File: src/design/rs_pkg.sv
// ----------------------------------------------------------------------------
// rs_pkg: shared types and constants of the reservoir sampler
// Item kinds, the command passed from front to back, the result layout and
// the state codes of the back-end sequencer.
// ----------------------------------------------------------------------------
package rs_pkg;

    localparam int KIND_W      = 2;
    localparam int RECORD_W    = 64;
    localparam int WORD_W      = 32;
    localparam int SLOT_W      = 6;
    localparam int SIZE_W      = 7;
    localparam int QUEUE_DEPTH = 2;
    localparam int QPTR_W      = 1;
    localparam int QCNT_W      = 2;

    localparam logic [SIZE_W-1:0] SIZE_RESET = 7'd16;

    typedef logic [RECORD_W-1:0] t_record;
    typedef logic [WORD_W-1:0]   t_word;
    typedef logic [SLOT_W-1:0]   t_slot;
    typedef logic [SIZE_W-1:0]   t_size;

    typedef enum logic [KIND_W-1:0] {
        KIND_OFFER = 2'd0,
        KIND_READ  = 2'd1,
        KIND_CLEAR = 2'd2
    } t_kind;

    typedef struct packed {
        t_kind   op;
        t_record record;
        t_word   rnd_word;
    } t_cmd;

    typedef struct packed {
        t_slot   slot;
        t_record value;
        t_word   seen;
        logic    empty;
        logic    last;
    } t_res;

    typedef enum logic [2:0] {
        BK_IDLE,
        BK_DIV,
        BK_RD_WAIT,
        BK_RD_EMIT,
        BK_EMPTY
    } t_back_state;

endpackage

File: src/design/rs_in_if.sv
// ----------------------------------------------------------------------------
// rs_in_if: input item channel
// Valid/ready channel carrying one command item of the reservoir sampler.
// ----------------------------------------------------------------------------
interface rs_in_if;
    logic            valid;
    logic            ready;
    logic [1:0]      kind;
    rs_pkg::t_record record_value;
    rs_pkg::t_word   random_word;

    modport source (output valid, kind, record_value, random_word, input ready);
    modport sink   (input valid, kind, record_value, random_word, output ready);
endinterface

File: src/design/rs_front.sv
// ----------------------------------------------------------------------------
// rs_front: item intake and command queue
// Accepts input items, drops unknown kinds and queues the rest for the back.
// ----------------------------------------------------------------------------
module rs_front (
    input  logic         i_clk,
    input  logic         i_rst_n,
    rs_in_if.sink        i_in,
    output rs_pkg::t_cmd o_cmd,
    output logic         o_cmd_valid,
    input  logic         i_cmd_pop
);
    import rs_pkg::*;

    t_cmd              r_q [QUEUE_DEPTH];
    logic [QPTR_W-1:0] r_wr_ptr, n_wr_ptr;
    logic [QPTR_W-1:0] r_rd_ptr, n_rd_ptr;
    logic [QCNT_W-1:0] r_count, n_count;
    logic              full;
    logic              push;
    logic              pop;
    t_cmd              cmd_in;

    assign full        = (r_count == QCNT_W'(QUEUE_DEPTH));
    assign i_in.ready  = !full;
    assign o_cmd_valid = (r_count != '0);
    assign o_cmd       = r_q[r_rd_ptr];
    assign pop         = i_cmd_pop && o_cmd_valid;

    always_comb begin
        cmd_in.op       = t_kind'(i_in.kind);
        cmd_in.record   = i_in.record_value;
        cmd_in.rnd_word = i_in.random_word;
        // drop items of unknown kind at the door
        push = i_in.valid && !full &&
               (t_kind'(i_in.kind) inside {KIND_OFFER, KIND_READ, KIND_CLEAR});
    end

    always_comb begin
        n_wr_ptr = push ? QPTR_W'(r_wr_ptr + 1'b1) : r_wr_ptr;
        n_rd_ptr = pop  ? QPTR_W'(r_rd_ptr + 1'b1) : r_rd_ptr;
        n_count  = r_count;
        if (push && !pop) begin
            n_count = QCNT_W'(r_count + 1'b1);
        end else if (pop && !push) begin
            n_count = QCNT_W'(r_count - 1'b1);
        end
    end

    always_ff @(posedge i_clk) begin
        if (!i_rst_n) begin
            r_wr_ptr <= '0;
            r_rd_ptr <= '0;
            r_count  <= '0;
        end else begin
            r_wr_ptr <= n_wr_ptr;
            r_rd_ptr <= n_rd_ptr;
            r_count  <= n_count;
        end
    end

    always_ff @(posedge i_clk) begin
        if (push) begin
            r_q[r_wr_ptr] <= cmd_in;
        end
    end

endmodule

File: src/flat_wrapper.sv
// flat-port wrapper written by rule: the top's interface ports become plain ports
module rs_front_flat import rs_pkg::*;
  (i_clk, i_rst_n, o_cmd, o_cmd_valid, i_cmd_pop, i_in_valid, i_in_kind, i_in_record_value, i_in_random_word, i_in_ready);
  rs_in_if i_in_i ();
  input  logic i_clk;
  input  logic i_rst_n;
  output rs_pkg::t_cmd o_cmd;
  output logic o_cmd_valid;
  input  logic i_cmd_pop;
  input wire logic [$bits(i_in_i.valid)-1:0] i_in_valid;
  input wire logic [$bits(i_in_i.kind)-1:0] i_in_kind;
  input wire logic [$bits(i_in_i.record_value)-1:0] i_in_record_value;
  input wire logic [$bits(i_in_i.random_word)-1:0] i_in_random_word;
  output wire logic [$bits(i_in_i.ready)-1:0] i_in_ready;
  assign i_in_i.valid = i_in_valid;
  assign i_in_i.kind = i_in_kind;
  assign i_in_i.record_value = i_in_record_value;
  assign i_in_i.random_word = i_in_random_word;
  assign i_in_ready = i_in_i.ready;
  rs_front u_core (.i_clk(i_clk), .i_rst_n(i_rst_n), .i_in(i_in_i), .o_cmd(o_cmd), .o_cmd_valid(o_cmd_valid), .i_cmd_pop(i_cmd_pop));
endmodule
File: config.mk
export PLATFORM = sky130hd
export DESIGN_NAME = rs_front_flat
export DESIGN_NICKNAME = d
export VERILOG_FILES = /design/src/design/rs_pkg.sv /design/src/design/rs_in_if.sv /design/src/design/rs_front.sv /design/src/flat_wrapper.sv
export SDC_FILE = /design/constraint.sdc
export NUM_CORES = 1
export LEC_CHECK = 0
export BUFFER_PORTS_ARGS = -buffer_cell sky130_fd_sc_hd__buf_2
export CAP_MARGIN = 20
export CORE_MARGIN = 5
export CORE_UTILIZATION = 52
export CTS_CLUSTER_SIZE = 24
export DETAILED_ROUTE_END_ITERATION = 12
export PLACE_DENSITY_LB_ADDON = 0.1
export SYNTH_ARGS = -nofsm -noshare
export SYNTH_HDL_FRONTEND = slang
export SYNTH_SLANG_ARGS = --single-unit
File: constraint.sdc
create_clock -name i_clk -period 6.98 [get_ports i_clk]
set_input_delay 0.349 -clock i_clk [delete_from_list [all_inputs] [get_ports i_clk]]
set_output_delay 0.349 -clock i_clk [all_outputs]
set_load 0.05 [all_outputs]
-- Yosys cells after proc, flatten, opt, wreduce, memory -nomap -nowiden
Memory sizes are Yosys's and may differ from the RTL's. A register that Yosys moved wholly into a read port is not among the register bits.
Cells that the tools add are included.
- register bits after elaboration: 4
- latch bits: 0
- RAM bits: 196
- ROM bits: 0
- input port bits: 102
- output and inout bits: 100
- logic and storage cells: 29
- memories: 1
- memories (name ; depth ; width ; rd ports ; clocked after memory_dff ; wr ports ; RTL line ; RTL):
    u_core.r_q ; 2 ; 98 ; 1 ; 1 ; 1 ; rs_front.sv:15 ; t_cmd r_q [QUEUE_DEPTH];
- add/sub/neg operators: 4
- multiply operators: 0
- div/mod/pow operators: 0
- order comparisons: 0
- equal/unequal tests: 3
- shifts and indexed selects: 0
- muxes and demuxes: 6
- bitwise operators: 0
- reduce and logical (&&, ||, !) cells: 12
- operators by type and width (cell ; number):
    $logic_and 1x1->1 ; 5
    $eq 2x2->1 const B ; 2
    $mux 1 ; 4
    $mux 2 ; 2
    $reduce_bool 2->1 ; 2
    $logic_not 1->1 ; 3
    $reduce_bool 3->1 ; 1
    $add 1x1->1 const B ; 2
    $add 2x1->2 const B ; 1
    $eq 2x1->1 const B ; 1
    $logic_not 2->1 ; 1
    $sub 2x1->2 const B ; 1

-- Depth between registers and ports, before layout
- depth after elaboration: 8
- mapped depth: 6
- mapped depth without buffers: 6

-- Worst setup path after synthesis
Ideal clock, no wire load.
- kind: register to register
- start: reg u_core.r_count[0]
- end: mem u_core.r_q[0][0] (netlist name) (enable)
- library setup time: 0.567 ns
- data arrival time: 5.483 ns
- required time: 6.413 ns
- path slack: 0.930 ns
- stages on the path, launching flop included: 4
- path buffers: 0
- period minus slack after synthesis: 6.050 ns
- cells stage by stage: dfxtp_1 nand2b_1 and3_1 nor2b_1
- cells in the longest elaborated chain, start to end: 6
- RTL lines (what ; RTL line ; RTL):
    start: declaration ; rs_front.sv:18 ; logic [QCNT_W-1:0] r_count, n_count;
    start signal: assignment ; rs_front.sv:58 ; r_count <= n_count;
    $eq 2x2->1 ; rs_front.sv:24 ; assign full = (r_count == QCNT_W'(QUEUE_DEPTH));
    $logic_not 1->1 ; -- ;
    named net i_in_ready ; flat_wrapper.sv:14 ; output wire logic [$bits(i_in_i.ready)-1:0] i_in_ready;
    $logic_and 1x1->1 (2 in series) ; rs_front.sv:35 ; push = i_in.valid && !full &&
    named net u_core.push ; rs_front.sv:20 ; logic push;
    $mux 1 ; rs_front.sv:63 ; if (push) begin
    $mux 1 (not written as such) ; rs_front.sv:64 ; r_q[r_wr_ptr] <= cmd_in;
    end: declaration ; rs_front.sv:15 ;
The timed path passes the listed nets, and every way through them passes these cells.

==> reports/results.ini <==
[flow_run]
maxCapViolCount = 0

[timing]
worst_slew_pin_slew_ns = 0.7980
rsz0062_at_grt = no
period_share_pct = 43.02
setup_ws_ns = 3.977
setup_viol = 0
fin_worst_skew_ns = 0.004974
max_slew_margin_pct = 46.80
max_freq_ghz = 0.3330
finalHoldViolCount = 0
fin_crit_ns = 3.003
final_max_slew_viol_count = 0
tns_ns = 0

[yosys]
yosys.area_share.simple_pct = 0.9493
synth_edf_count = 196
synth_top_family_by_area = multiplexers
synthArstFlopShare_pct = 0
synthMuxAreaShare_pct = 16.10
synthesis.area_um2 = 7381
yosys_warnings = 0
yosys-top-cells-count = edfxtp_1, mux2_2, mux2_4
synth_compound_gate_area_share_pct = 0.2373
synth_top_flop_cell = edfxtp_1
yosysSeqAreaShare_pct = 81.10
yosysTopAreaCell = edfxtp_1
synth_xor_xnor_area_share_pct = 0.3560
synth_cell_types = 20
synth-adder-area-share_pct = 0.1695
synth_area_per_cell_um2 = 22.37
synth_top_area_share_pct = 79.74
synth_seq_cells = 201
yosysMostFrequentCell = edfxtp_1
synthTopCellsByArea = edfxtp_1, mux2_2, mux2_4
syn_nets = 433
syn_inst = 330

[drt]
drt_iter0_drc = 176
routed_via_density = 5.032
via_count = 3734
drtPass1Iterations = 5
postRouteAntennaNets = 0
drt-wirelength-per-cell_um = 18.16
drc_errors = 0
routed_wl_um = 13480

[layout]
final_core_util_pct = 66.56
nNetsFinal = 650
multi_input_area_um2 = 1325
layout-drive-gt1-share_pct = 59.71
register_area_um2 = 5989
stdcell_count = 742
fill_cells = 1008
area_growth_pct = 25.17

[grt]
gr-usage-met1_pct = 19.50
antenna_found_initial = 1
grt.met3_usage_pct = 4.864
grtUsageTotal_pct = 15.50
grt-ovfl-total = 0
grt_pass1_wl_um = 20130
grt_max_degree = 60
use_met2_pct = 26.71
grt_pass1_vias = 3948
grt.busiest_layer = met2

[clocking]
clock_latency_ns = 0.47
ctsHoldBuffers = 0
cts_buffers = 21
tritoncts = done
cts.clk_slew.worst_paths_ns = 0.06
clock_path_buffers = 3
cts-resized-gates = 0
postCtsSetupBuffers = 0
htreeDepth = 1
cts_root_buffer = clkbuf_16
clock_sinks = 201

[power_and_ir_drop]
power_uw = 3932
peakVddDrop_mv = 0.2420
p_leak_uw = 0.003480
power_density_nw_per_um2 = 425.6

[outcome]
run_status = finished, final reports clean

[floorplanning]
die-area_um2 = 16680
die_height_um = 129.1
die_x_um = 129.1
core_um2 = 13880
row_count = 43
io_pins = 202
start_util_pct = 53.17

[worst_setup_path]
crit_type = flop to primary output
required_ns = 6.63
path_max_fanout = 53
critPathCaptureType = primary output
cp-start-kind = flop
arrival_ns = 2.65
r2r-start = u_core.r_count[0]$_SDFFE_PN0P_

[placement]
port_buffers = 201
routabilityCongestion = 0.7138
pre_cts_slack_ns = 3.928
dpl.cell_count = 703
dpl.hpwl_um = 8897

[min_path]
holdCritPathClass = primary input to flop
hp-start = i_in_record_value[40]

[path summary, 6_finish.rpt]
path	end	slack (ns)	cells past startpoint
worst max-delay path	o_cmd[34]	3.98	3
worst min-delay path	u_core.r_q[1][72]$_DFFE_PP_	0.07	1
worst max register to register	u_core.r_q[1][74]$_DFFE_PP_	4.45	4
worst min register to register	u_core.r_wr_ptr$_SDFFE_PN0P_	0.53	2
[layout make-up]
| cell class | count | share of cell area, % |
|---|---|---|
| multi-input cells | 118 | 14.34 |
| flip-flops and latches | 201 | 64.83 |
| clock buffers | 25 | 5.850 |
| repair buffers | 205 | 11.35 |
| diodes | 1 | 0.02709 |
| well taps | 180 | 2.438 |
| clock inverters | 12 | 1.165 |
[cells by family (layout without fill, tap and decap cells)]
kind of cell,after synthesis,after routing
AND/OR/NAND/NOR,12,12
other,0,1
adder cells (fa/ha/maj),1,1
XOR/XNOR,3,3
AO/OA/AOI/OAI,3,3
flip-flops,201,201
multiplexers,99,99
buffers and inverters,11,242
[metrics by stage]
step	hold WS, ns	area, um^2
after CTS	0.04732	9216
final	0.06545	9239
after floorplan	0.4479	7381
after detailed placement	0.5201	8568
after global placement	0.4882	8568
after global routing	0.04542	9236
[layout by cell type, fill, tap and decap left out, types with 2 or more instances in the layout]
| master | netlist | layout |
|---|---|---|
| buf_2 | 7 | 201 |
| edfxtp_1 | 196 | 196 |
| mux2_2 | 78 | 78 |
| clkbuf_16 | 0 | 21 |
| mux2_4 | 20 | 20 |
| clkinv_1 | 0 | 5 |
| clkinv_2 | 0 | 4 |
| clkbuf_1 | 0 | 4 |
| dfxtp_1 | 5 | 4 |
| and2_1 | 4 | 3 |
| buf_4 | 0 | 3 |
| nand2b_1 | 2 | 2 |
| nand2_1 | 2 | 2 |
| xnor2_1 | 2 | 2 |
| bufinv_16 | 0 | 2 |
[worst max-delay path, cell delays in order, from the launching register on]
cell and delay, ns:
dfxtp_4 0.80, buf_4 0.71, mux2_2 0.43, buf_2 0.22
[power breakdown]
| group | switching, uW | internal (uW) |
|---|---|---|
| Combinational | 933 | 388 |
| Sequential | 78.0 | 1490 |
| Clock | 416 | 625 |
| Total | 1430 | 2510 |
[per-layer routing]
| layer | share of wire, % | vias up |
|---|---|---|
| li1 | - | 1740 |
| met1 | 40 | 1841 |
| met2 | 50 | 137 |
| met3 | 8.9 | 14 |
| met4 | 1.1 | 2 |
| met5 | 0.052 | - |
[flip-flops by register name, summed over array words and instances (netlist names), named ones only]
name             flops
u_core.r_q         196
u_core.r_count       2
u_core.r_wr_ptr      1
u_core.r_rd_ptr      1
Power figures use the tool's default switching activity.
