$ cat src/design/rs_pkg.sv
// ----------------------------------------------------------------------------
// rs_pkg: shared types and constants of the reservoir sampler
// Item kinds, the command passed from front to back, the result layout and
// the state codes of the back-end sequencer.
// ----------------------------------------------------------------------------
package rs_pkg;

    localparam int KIND_W      = 2;
    localparam int RECORD_W    = 64;
    localparam int WORD_W      = 32;
    localparam int SLOT_W      = 6;
    localparam int SIZE_W      = 7;
    localparam int QUEUE_DEPTH = 2;
    localparam int QPTR_W      = 1;
    localparam int QCNT_W      = 2;

    localparam logic [SIZE_W-1:0] SIZE_RESET = 7'd16;

    typedef logic [RECORD_W-1:0] t_record;
    typedef logic [WORD_W-1:0]   t_word;
    typedef logic [SLOT_W-1:0]   t_slot;
    typedef logic [SIZE_W-1:0]   t_size;

    typedef enum logic [KIND_W-1:0] {
        KIND_OFFER = 2'd0,
        KIND_READ  = 2'd1,
        KIND_CLEAR = 2'd2
    } t_kind;

    typedef struct packed {
        t_kind   op;
        t_record record;
        t_word   rnd_word;
    } t_cmd;

    typedef struct packed {
        t_slot   slot;
        t_record value;
        t_word   seen;
        logic    empty;
        logic    last;
    } t_res;

    typedef enum logic [2:0] {
        BK_IDLE,
        BK_DIV,
        BK_RD_WAIT,
        BK_RD_EMIT,
        BK_EMPTY
    } t_back_state;

endpackage

$ cat src/design/rs_out_if.sv
// ----------------------------------------------------------------------------
// rs_out_if: result item channel
// Valid/ready channel carrying one readout result of the reservoir sampler.
// ----------------------------------------------------------------------------
interface rs_out_if;
    logic            valid;
    logic            ready;
    rs_pkg::t_slot   slot_index;
    rs_pkg::t_record sample_value;
    rs_pkg::t_word   seen_total;
    logic            empty_res;
    logic            last;

    modport source (output valid, slot_index, sample_value, seen_total, empty_res, last,
                    input ready);
    modport sink   (input valid, slot_index, sample_value, seen_total, empty_res, last,
                    output ready);
endinterface

$ cat src/design/rs_mod.sv
// ----------------------------------------------------------------------------
// rs_mod: serial remainder unit
// Restoring division, one dividend bit per cycle, returns dividend mod divisor.
// ----------------------------------------------------------------------------
module rs_mod (
    input  logic                i_clk,
    input  logic                i_rst_n,
    input  logic                i_start,
    input  rs_pkg::t_word       i_dividend,
    input  logic [rs_pkg::WORD_W:0] i_divisor,
    output logic                o_done,
    output rs_pkg::t_word       o_rem
);
    import rs_pkg::*;

    localparam int STEP_W = $clog2(WORD_W);

    logic              r_busy;
    logic              r_done;
    logic [STEP_W-1:0] r_cnt;
    t_word             r_rem, n_rem;
    t_word             r_dvd;
    logic [WORD_W:0]   r_dsr;
    logic [WORD_W:0]   shifted;

    // remainder stays below the divisor, so it always fits one word
    always_comb begin
        shifted = {r_rem, r_dvd[WORD_W-1]};
        if (shifted >= r_dsr) begin
            n_rem = WORD_W'(shifted - r_dsr);
        end else begin
            n_rem = shifted[WORD_W-1:0];
        end
    end

    always_ff @(posedge i_clk) begin
        if (!i_rst_n) begin
            r_busy <= 1'b0;
            r_done <= 1'b0;
        end else begin
            r_done <= 1'b0;
            if (i_start) begin
                r_busy <= 1'b1;
            end else if (r_busy && (r_cnt == STEP_W'(WORD_W - 1))) begin
                r_busy <= 1'b0;
                r_done <= 1'b1;
            end
        end
    end

    always_ff @(posedge i_clk) begin
        if (i_start) begin
            r_cnt <= '0;
            r_rem <= '0;
            r_dvd <= i_dividend;
            r_dsr <= i_divisor;
        end else if (r_busy) begin
            r_cnt <= STEP_W'(r_cnt + 1'b1);
            r_rem <= n_rem;
            r_dvd <= {r_dvd[WORD_W-2:0], 1'b0};
        end
    end

    assign o_done = r_done;
    assign o_rem  = r_rem;

endmodule

$ cat src/design/rs_back.sv
// ----------------------------------------------------------------------------
// rs_back: reservoir execution
// Holds the seen counter, the sample store and the output register; runs
// offers, readouts and clears taken from the command queue.
// ----------------------------------------------------------------------------
module rs_back #(
    parameter int CAPACITY     = 64,
    parameter int RECORD_WIDTH = 64
) (
    input  logic          i_clk,
    input  logic          i_rst_n,
    input  logic          i_cfg_we,
    input  rs_pkg::t_size i_cfg_data,
    input  rs_pkg::t_cmd  i_cmd,
    input  logic          i_cmd_valid,
    output logic          o_cmd_pop,
    rs_out_if.source      o_out
);
    import rs_pkg::*;

    localparam int AW = (CAPACITY > 1) ? $clog2(CAPACITY) : 1;
    localparam logic [SIZE_W-1:0] CAP_SIZE = SIZE_W'(CAPACITY);

    t_back_state           r_state, n_state;
    t_size                 r_size;
    t_word                 r_seen, n_seen;
    logic [AW-1:0]         r_ptr, n_ptr;
    logic [AW-1:0]         r_last_idx, n_last_idx;
    logic [RECORD_WIDTH-1:0] r_rec, n_rec;
    logic [RECORD_WIDTH-1:0] r_mem [CAPACITY];
    logic [RECORD_WIDTH-1:0] r_rd_q;
    logic                  mem_we;
    logic [AW-1:0]         mem_waddr;
    logic [RECORD_WIDTH-1:0] mem_wdata;
    logic                  r_out_valid, n_out_valid;
    t_res                  r_out, n_out;
    logic                  out_free;
    logic                  out_load;
    t_size                 eff;
    t_size                 held;
    t_size                 held_m1;
    t_word                 seen_inc;
    logic                  div_start;
    logic                  div_done;
    t_word                 div_rem;

    assign out_free = !r_out_valid || o_out.ready;
    assign seen_inc = (r_seen == '1) ? r_seen : r_seen + 32'd1;

    // slots in use after clamping the register to 1..CAPACITY
    always_comb begin
        if (r_size == '0) begin
            eff = SIZE_W'(1);
        end else if (r_size > CAP_SIZE) begin
            eff = CAP_SIZE;
        end else begin
            eff = r_size;
        end
        held    = (r_seen < WORD_W'(eff)) ? r_seen[SIZE_W-1:0] : eff;
        held_m1 = SIZE_W'(held - 1'b1);
    end

    rs_mod u_mod (
        .i_clk      (i_clk),
        .i_rst_n    (i_rst_n),
        .i_start    (div_start),
        .i_dividend (i_cmd.rnd_word),
        .i_divisor  ({1'b0, r_seen} + 33'd1),
        .o_done     (div_done),
        .o_rem      (div_rem)
    );

    // next state
    always_comb begin
        n_state = r_state;
        case (r_state)
            BK_IDLE: begin
                if (i_cmd_valid) begin
                    case (i_cmd.op)
                        KIND_OFFER: begin
                            if (r_seen >= WORD_W'(eff)) begin
                                n_state = BK_DIV;
                            end
                        end
                        KIND_READ: begin
                            n_state = (r_seen == '0) ? BK_EMPTY : BK_RD_WAIT;
                        end
                        default: n_state = BK_IDLE;
                    endcase
                end
            end
            BK_DIV: begin
                if (div_done) begin
                    n_state = BK_IDLE;
                end
            end
            BK_RD_WAIT: n_state = BK_RD_EMIT;
            BK_RD_EMIT: begin
                if (out_free) begin
                    n_state = (r_ptr == r_last_idx) ? BK_IDLE : BK_RD_WAIT;
                end
            end
            BK_EMPTY: begin
                if (out_free) begin
                    n_state = BK_IDLE;
                end
            end
            default: n_state = BK_IDLE;
        endcase
    end

    // datapath controls
    always_comb begin
        o_cmd_pop  = 1'b0;
        div_start  = 1'b0;
        mem_we     = 1'b0;
        mem_waddr  = r_seen[AW-1:0];
        mem_wdata  = i_cmd.record[RECORD_WIDTH-1:0];
        n_seen     = r_seen;
        n_ptr      = r_ptr;
        n_last_idx = r_last_idx;
        n_rec      = r_rec;
        out_load   = 1'b0;
        n_out      = r_out;
        case (r_state)
            BK_IDLE: begin
                if (i_cmd_valid) begin
                    o_cmd_pop = 1'b1;
                    n_rec     = i_cmd.record[RECORD_WIDTH-1:0];
                    case (i_cmd.op)
                        KIND_OFFER: begin
                            if (r_seen < WORD_W'(eff)) begin
                                mem_we = 1'b1;
                                n_seen = seen_inc;
                            end else begin
                                div_start = 1'b1;
                            end
                        end
                        KIND_READ: begin
                            n_ptr      = '0;
                            n_last_idx = held_m1[AW-1:0];
                        end
                        KIND_CLEAR: n_seen = '0;
                        default: n_seen = r_seen;
                    endcase
                end
            end
            BK_DIV: begin
                if (div_done) begin
                    mem_waddr = div_rem[AW-1:0];
                    mem_wdata = r_rec;
                    mem_we    = (div_rem < WORD_W'(eff));
                    n_seen    = seen_inc;
                end
            end
            BK_RD_EMIT: begin
                if (out_free) begin
                    out_load    = 1'b1;
                    n_out.slot  = t_slot'(r_ptr);
                    n_out.value = t_record'(r_rd_q);
                    n_out.seen  = r_seen;
                    n_out.empty = 1'b0;
                    n_out.last  = (r_ptr == r_last_idx);
                    n_ptr       = AW'(r_ptr + 1'b1);
                end
            end
            BK_EMPTY: begin
                if (out_free) begin
                    out_load    = 1'b1;
                    n_out.slot  = '0;
                    n_out.value = '0;
                    n_out.seen  = r_seen;
                    n_out.empty = 1'b1;
                    n_out.last  = 1'b1;
                end
            end
            default: out_load = 1'b0;
        endcase
        n_out_valid = out_load ? 1'b1 : (o_out.ready ? 1'b0 : r_out_valid);
    end

    always_ff @(posedge i_clk) begin
        if (!i_rst_n) begin
            r_state     <= BK_IDLE;
            r_size      <= SIZE_RESET;
            r_seen      <= '0;
            r_out_valid <= 1'b0;
        end else begin
            r_state     <= n_state;
            r_seen      <= n_seen;
            r_out_valid <= n_out_valid;
            if (i_cfg_we) begin
                r_size <= i_cfg_data;
            end
        end
    end

    always_ff @(posedge i_clk) begin
        r_ptr      <= n_ptr;
        r_last_idx <= n_last_idx;
        r_rec      <= n_rec;
        r_out      <= n_out;
    end

    always_ff @(posedge i_clk) begin
        if (mem_we) begin
            r_mem[mem_waddr] <= mem_wdata;
        end
        r_rd_q <= r_mem[r_ptr];
    end

    assign o_out.valid        = r_out_valid;
    assign o_out.slot_index   = r_out.slot;
    assign o_out.sample_value = r_out.value;
    assign o_out.seen_total   = r_out.seen;
    assign o_out.empty_res    = r_out.empty;
    assign o_out.last         = r_out.last;

endmodule

$ cat src/flat_wrapper.sv
// flat-port wrapper written by rule: the top's interface ports become plain ports
module rs_back_flat import rs_pkg::*;
#(
    parameter int CAPACITY     = 64,
    parameter int RECORD_WIDTH = 64
)
  (i_clk, i_rst_n, i_cfg_we, i_cfg_data, i_cmd, i_cmd_valid, o_cmd_pop, o_out_valid, o_out_slot_index, o_out_sample_value, o_out_seen_total, o_out_empty_res, o_out_last, o_out_ready);
  rs_out_if o_out_i ();
  input  logic i_clk;
  input  logic i_rst_n;
  input  logic i_cfg_we;
  input  rs_pkg::t_size i_cfg_data;
  input  rs_pkg::t_cmd i_cmd;
  input  logic i_cmd_valid;
  output logic o_cmd_pop;
  output wire logic [$bits(o_out_i.valid)-1:0] o_out_valid;
  output wire logic [$bits(o_out_i.slot_index)-1:0] o_out_slot_index;
  output wire logic [$bits(o_out_i.sample_value)-1:0] o_out_sample_value;
  output wire logic [$bits(o_out_i.seen_total)-1:0] o_out_seen_total;
  output wire logic [$bits(o_out_i.empty_res)-1:0] o_out_empty_res;
  output wire logic [$bits(o_out_i.last)-1:0] o_out_last;
  input wire logic [$bits(o_out_i.ready)-1:0] o_out_ready;
  assign o_out_valid = o_out_i.valid;
  assign o_out_slot_index = o_out_i.slot_index;
  assign o_out_sample_value = o_out_i.sample_value;
  assign o_out_seen_total = o_out_i.seen_total;
  assign o_out_empty_res = o_out_i.empty_res;
  assign o_out_last = o_out_i.last;
  assign o_out_i.ready = o_out_ready;
  rs_back #(.CAPACITY(CAPACITY), .RECORD_WIDTH(RECORD_WIDTH)) u_core (.i_clk(i_clk), .i_rst_n(i_rst_n), .i_cfg_we(i_cfg_we), .i_cfg_data(i_cfg_data), .i_cmd(i_cmd), .i_cmd_valid(i_cmd_valid), .o_cmd_pop(o_cmd_pop), .o_out(o_out_i));
endmodule
$ cat config.mk
export PLATFORM = sky130hd
export DESIGN_NAME = rs_back_flat
export DESIGN_NICKNAME = d
export VERILOG_FILES = /design/src/design/rs_pkg.sv /design/src/design/rs_out_if.sv /design/src/design/rs_mod.sv /design/src/design/rs_back.sv /design/src/flat_wrapper.sv
export SDC_FILE = /design/constraint.sdc
export NUM_CORES = 2
export LEC_CHECK = 0
export ABC_AREA = 1
export BUFFER_PORTS_ARGS = -buffer_cell sky130_fd_sc_hd__buf_2
export CAP_MARGIN = 20
export CORE_AREA = 8 8 780 782
export DETAILED_ROUTE_END_ITERATION = 10
export DIE_AREA = 0 0 788 790
export GPL_ROUTABILITY_DRIVEN = 0
export SYNTH_ARGS = -nofsm -noshare
export SYNTH_HDL_FRONTEND = slang
export SYNTH_SLANG_ARGS = --single-unit
$ cat constraint.sdc
create_clock -name i_clk -period 8.1 [get_ports i_clk]
set_clock_uncertainty 0.15 [all_clocks]
set_input_delay 0 -clock i_clk [delete_from_list [all_inputs] [get_ports i_clk]]
set_output_delay 0 -clock i_clk [all_outputs]
set_load 0.01 [all_outputs]
Word level (Yosys, flattened, before mapping) --
Memory sizes are Yosys's and may differ from the RTL's. A register that Yosys moved wholly into a read port is not among the register bits. Cells that the tools add are included.
Word-level totals: memories kept 1, bits in writable memories 4096, output and inout port bits 106, register bits 327
Cells by class: add/subtract/negate cells 6, bitwise gates (word level) 1, $lt $le $gt $ge 5, reduce and logical (&&, ||, !) cells 21, equality and inequality tests 17, mux-type cells 52
Memories:
- u_core.r_mem | words 64, width 64, read ports 1, clocked after memory_dff 1, wr ports 1, line rs_back.sv:30 | logic [RECORD_WIDTH-1:0] r_mem [CAPACITY];
Operator list (count):
- $mux W32 | 7
- $mux W104 | 2
- $pmux W104 S2 | 1
- $mux W64 | 2
- $pmux W32 S2 | 2
- $lt A32 B7 Y1 | 2
- $mux W6 | 6
- $add A32 B1 Y33 const B | 1
- $ge A33 B33 Y1 | 1
- $add A32 B1 Y32 const B | 1
- $eq A32 B32 Y1 const B | 1
- $ge A32 B7 Y1 | 1
- $logic_not A32 Y1 | 1
- $sub A32 B32 Y32 | 1
- $mux W1 | 19
- $mux W3 | 6
- $pmux W3 S5 | 1
- $mux W7 | 2
- $pmux W6 S2 | 1
- $reduce_bool A2 Y1 | 6
- $reduce_and A5 Y1 | 2
- $ne A3 B2 Y1 const B | 3
- $gt A7 B7 Y1 const B | 1
- $logic_not A7 Y1 | 1
- 25 further kinds | 31

Longest topological paths before layout --
word-level depth 10, gate-level depth with buffers 21, mapped depth without buffers 20

Modules after synthesis --
Synthesis repeated with hierarchy kept, for this count alone.
Unflattened totals: cell total of the unflattened synthesis 14152, area, all modules 178527.5 um^2
Modules (own cells, without submodules):
- rs_back | area an instance 171732.2 um^2, sequential area each 130545.2 um^2, cells an instance 13147, instances 1
- rs_mod | area an instance 6795.3 um^2, sequential area each 2732.6 um^2, cells an instance 1005, instances 1

Worst setup path after synthesis --
OpenSTA, ideal clock, no wires.
kind register to register, start register u_core.r_state[1], end register u_core.r_out (netlist bit u_core.o_out.empty_res), enable pin, library setup time 601 ps, data arrival time 5750 ps, stages on the path, launching flop included 5, setup slack 1599 ps, clock period less this slack 6501 ps, path buffers 0, cells stage by stage dfxtp_1 nand2_1 nor2_1 inv_1 a21oi_1
Between the ends: cells in the longest elaborated chain, start to end 3, elaborated cells on any way between the ends 6, classes of those cells eq/ne (4); reduce/logical (2)
RTL lines:
- start: declaration | line rs_back.sv:24 | t_back_state r_state, n_state;
- start signal: assignment | line rs_back.sv:189 | r_state <= n_state;
- $eq A3 B3 Y1 / $eq A3 B2 Y1 (equally long branches) | line rs_back.sv:125 | case (r_state)
- $ne A2 B1 Y1 (no line) / $reduce_bool A2 Y1 (equally long branches)
- $reduce_and A3 Y1 (no line) *
- end signal: assignment | line rs_back.sv:202 | r_out <= n_out;
- end: declaration | line rs_back.sv:36 | t_res r_out, n_out;
Every way passes the cells marked *; elsewhere a longest branch is shown, timed or not. A chain may end at the register's enable or synchronous reset.

Final worst setup path --
start register u_core.r_state[1], end memory u_core.r_mem[40][47], enable pin
Between the ends: cells in the longest elaborated chain, start to end 4, elaborated cells on any way between the ends 6, classes of those cells eq/ne (1); mux (4); reduce/logical (1)
RTL lines:
- $eq A3 B1 Y1 / $logic_not A3 Y1 (equally long branches) | line rs_back.sv:125
- $pmux W1 S2 | line rs_back.sv:125
- $mux W1 | line rs_back.sv:206 | if (mem_we) begin
- $mux W1 (not written as such) | line rs_back.sv:207 | r_mem[mem_waddr] <= mem_wdata;
- end: declaration | line rs_back.sv:30
Parallel ways exist; a longest one is shown, timed or not.

==> impl_results.md <==
- Mapped Nets: 14,200
- Complex-gate fraction of the synthesized area: 11.2%
- Root Driver: clkbuf_16
- Total Wirelength: 557,000 um
- Warnings, synthesis: 0
- NumNets Final: 14,500
- Hold depth: 6
- Fill count: 57,200
- Status: completed
- Tcrit/Tclk final: 70.7%
- Worst-path clk slew: 0.06 ns
- Hold EP: u_core.r_seen[26]
- Rows: 284
- Synth Area in Adders: 0.377%
- CP max stage delay: 1.01 ns
- CP Cell Sequence: inv_2 > nand2_2 > nor2_2 > nand2_4 > inv_6 > o2111ai_1 > nor3_1 > nand2_4 > buf_4 > a21oi_4 > buf_4
- Worst-Skew Late Latency: 1.04 ns
- Worst endpoint required time: 8.56 ns
- GR Overflow Total: 0
- Min-delay worst type: input pin to flop
- Tot Pwr: 0.0562 W
- LEAKAGE: 66.5 nW
- Mux cell area share after synthesis: 0%
- Syn Area/Cell: 12.7 um^2
- Fmax: 0.175 GHz
- Worst-path maximum fanout: 53
- Largest net degree at the start of global routing: 225
- Setup TNS: 0 ns
- Reg2Reg Setup Slack: 2.37 ns
- Top Ports: 216
- Minimum clock period: 5.73 ns
- Worst Path Arrival: 6.19 ns
- Register area share after synthesis: 74.8%
- Ys flop type: edfxtp_1
- DRC: 0
- Buffers on Ports: 215
- Post-synth EDFFs: 4,341
- Final Hold Fails: 0
- RSZ-0062 raised after global routing: false
- WL/cell: 24.7 um
- Hold Path Origin: i_cmd[96]
- Routed vias: 119,000
- Vias in the first global route: 111,000
- Critical path's slowest cell: a21oi_4
- Type of element capturing the critical path: flop
- Worst Setup Start Kind: flop
- Deepest clock path buffer count: 4
- Die width: 788 um
- Initial antenna violation count: 12
- Post-synthesis simple-gate area fraction: 10.2%
- Post-synthesis xor/xnor area fraction: 0.261%
- Area Growth Syn to Fin: 15.5%
- Async SR Flop Fraction: 0%
- MaxCap Viol Count: 0
- Postcts setup bufs: 0
- Layout cell share with drive strength beyond 1: 8.76%
- Min setup slack post-route: 2.37 ns
- Largest family of logic cells by synthesized area: compound AO/OA/AOI/OAI gates
- Clock sink total: 4,487
- Synthesized area: 178,000 um^2
- CTS tree: built
- Synth unique cells: 39
- Die Y: 790 um
- DRT iter0 DRCs: 15,600
- Max VDD drop: 205 uV
- Htree depth: 5
- Synth top area share: 73.2%
- Post-Syn Instances: 14,000
- Slew @ Worst Pin: 1.32 ns
- Tot GR Track Use: 16.9%
- Post-DRT Antenna Nets: 0
- Pre-CTS setup slack: 2.40 ns
- Setup violators final: 0
- RR Endpoint: u_core.r_mem[40][47]
- DR vias/cell: 5.27
- R2R cell count: 11
- Die area: 623,000 um^2
- First-pass GRT wire length: 797,000 um
- Top cells by area, synth: edfxtp_1, o21ai_0, nor2_1, nand2_1, o22ai_1
- DRT Pass-1 Iters: 6
- FF-to-FF Start: u_core.r_state[1]
- Worst setup path class: flop to flop
- Yosys top cell by area: edfxtp_1
- Final Max Slew Viols: 0
- Pwr/cell area: 273 nW/um^2
- CORE AREA: 596,000 um^2
- Initial Util: 29.9%
- Post-DP HPWL: 300,000 um
- Number of synthesized register bits: 4,487
- Final hold slack: 0.0988 ns
- Num CTS Buffers: 428
- Rel. slew slack: 12.1%
how the worst max path moves through the flow:
stage / from / end / slack [ns] / cells past startpoint
2_1_floorplan: u_core.r_state[1] / u_core.o_out.empty_res / 1.60 / 4
3_3_place_gp: u_core.r_state[1] / u_core.r_mem[47][13] / 2.38 / 11
3_5_place_dp: u_core.r_state[1] / u_core.r_mem[40][56] / 2.40 / 11
4_1_cts: u_core.r_state[1] / u_core.r_mem[40][47] / 2.36 / 11
5_1_grt: u_core.r_state[1] / u_core.r_mem[40][7] / 2.22 / 11
6_report: u_core.r_state[1] / u_core.r_mem[40][47] / 2.37 / 11
state kept, by name, indices dropped and copies added (netlist names):
signal,cells
u_core.u_mod.r_dvd,32
u_core.o_out.empty_res,1
u_core.o_out.slot_index,6
u_core.r_mem,4096
u_core.r_state,3
u_core.u_mod.o_done,1
u_core.o_out.last,1
u_core.o_out.valid,1
u_core.r_ptr,6
u_core.o_out.sample_value,64
u_core.r_seen,32
u_core.r_rd_q,64
u_core.o_out.seen_total,32
u_core.u_mod.r_cnt,5
u_core.r_rec,64
u_core.r_last_idx,6
u_core.u_mod.r_busy,1
u_core.u_mod.o_rem,32
u_core.r_size,7
u_core.u_mod.r_dsr,33
layout make-up:
type	instances	area [um^2]	area share (%)
antenna	11	27.5	0.0134
clock buffer	588	11900	5.78
clock inverter	208	1970	0.956
inverter	363	1430	0.696
multi-input combinational	8253	40300	19.6
sequential	4487	133000	64.8
tap	7865	9840	4.79
timing repair buffer	798	6970	3.39
synthesized netlist by cell type, types with 2 or more instances:
| cell type | count |
|---|---|
| clkbuf_1 | 589 |
| buf_6 | 11 |
| nand3b_1 | 8 |
| buf_1 | 48 |
| nand2_2 | 5 |
| nand2_1 | 1246 |
| o21ai_0 | 2079 |
| edfxtp_1 | 4341 |
| inv_1 | 340 |
| buf_2 | 243 |
| nand4_1 | 21 |
| ha_1 | 52 |
| nor2_1 | 2606 |
| buf_4 | 43 |
| o22ai_1 | 516 |
| nor4_1 | 4 |
| nor2_2 | 14 |
| o211ai_1 | 294 |
| and2_1 | 6 |
| nor3b_1 | 2 |
| xor2_1 | 37 |
| xnor2_1 | 16 |
| a21oi_1 | 356 |
| nor3_1 | 30 |
| nand3_1 | 643 |
| clkinv_1 | 4 |
| inv_2 | 18 |
| dfxtp_1 | 146 |
| o221ai_1 | 219 |
| o21ai_1 | 91 |
per-layer routing:
layer	up-vias	GRT usage, %	share of wire, %
li1	52000	-	-
met1	59700	23.6	41
met2	6355	26.3	45
met3	907	3.28	10
met4	2	6.32	4.1
met5	-	0	0.0023
layout by cell type, fill, tap and decap left out, types with 7 or more instances in the layout:
cell | synthesis | final
bufinv_16 | 0 | 30
dfxtp_1 | 146 | 146
edfxtp_1 | 4341 | 4341
nand2_2 | 5 | 32
clkinv_2 | 0 | 76
nor3_1 | 30 | 30
clkbuf_16 | 0 | 436
inv_8 | 0 | 7
buf_4 | 43 | 248
o211ai_1 | 294 | 294
nand3b_1 | 8 | 8
buf_2 | 243 | 215
buf_12 | 0 | 64
inv_2 | 18 | 15
xor2_1 | 37 | 37
nand3_1 | 643 | 643
o21ai_0 | 2079 | 2079
o221ai_1 | 219 | 219
clkinvlp_4 | 0 | 10
o21ai_1 | 91 | 91
ha_1 | 52 | 52
nand4_1 | 21 | 21
a21oi_4 | 0 | 65
clkbuf_1 | 589 | 112
clkbuf_8 | 0 | 40
xnor2_1 | 16 | 16
inv_1 | 340 | 338
nand2_1 | 1246 | 1215
inv_6 | 0 | 10
nor2_2 | 14 | 12
dlygate4sd3_1 | 0 | 269
diode_2 | 0 | 11
nor2_1 | 2606 | 2604
clkinv_1 | 4 | 72
a21oi_1 | 356 | 291
o22ai_1 | 516 | 516
metrics by stage:
stage / instances / instance area (um^2) / utilization [%]
after floorplan: 14000 / 178000 / -
after global placement: 21500 / 189000 / 31.7
after detailed placement: 21500 / 189000 / 31.7
after CTS: 22600 / 206000 / 34.5
after global routing: 22600 / 206000 / 34.5
final: 22600 / 206000 / 34.5
logic make-up after synthesis:
logic type | Yosys count
buf+inv | 1297
xor+xnor | 53
flops | 4487
simple gates | 4588
compound gates | 3559
fa+ha+maj | 53
power breakdown:
group / total (W) / internal [W] / leakage [nW] / switching [W]
sequential: 0.0266 / 0.0262 / 40.3 / 0.000339
combinational: 0.00960 / 0.00253 / 19.4 / 0.00706
clock: 0.0200 / 0.0112 / 6.78 / 0.00877
total: 0.0562 / 0.0400 / 66.5 / 0.0162
repair_timing:
item,CTS,global route
hold buffers,268,1
gates resized for setup,0,0
endpoints found under the hold margin,4188,3
worst max-delay path: cells and delay by family (launching register included):
family / cells / cell delay, ns
buf+inv: 4 / 1.99
simple gates: 5 / 1.47
compound gates: 2 / 1.21
flops: 1 / 0.35
Note: power is estimated with default switching activity, not from simulation.
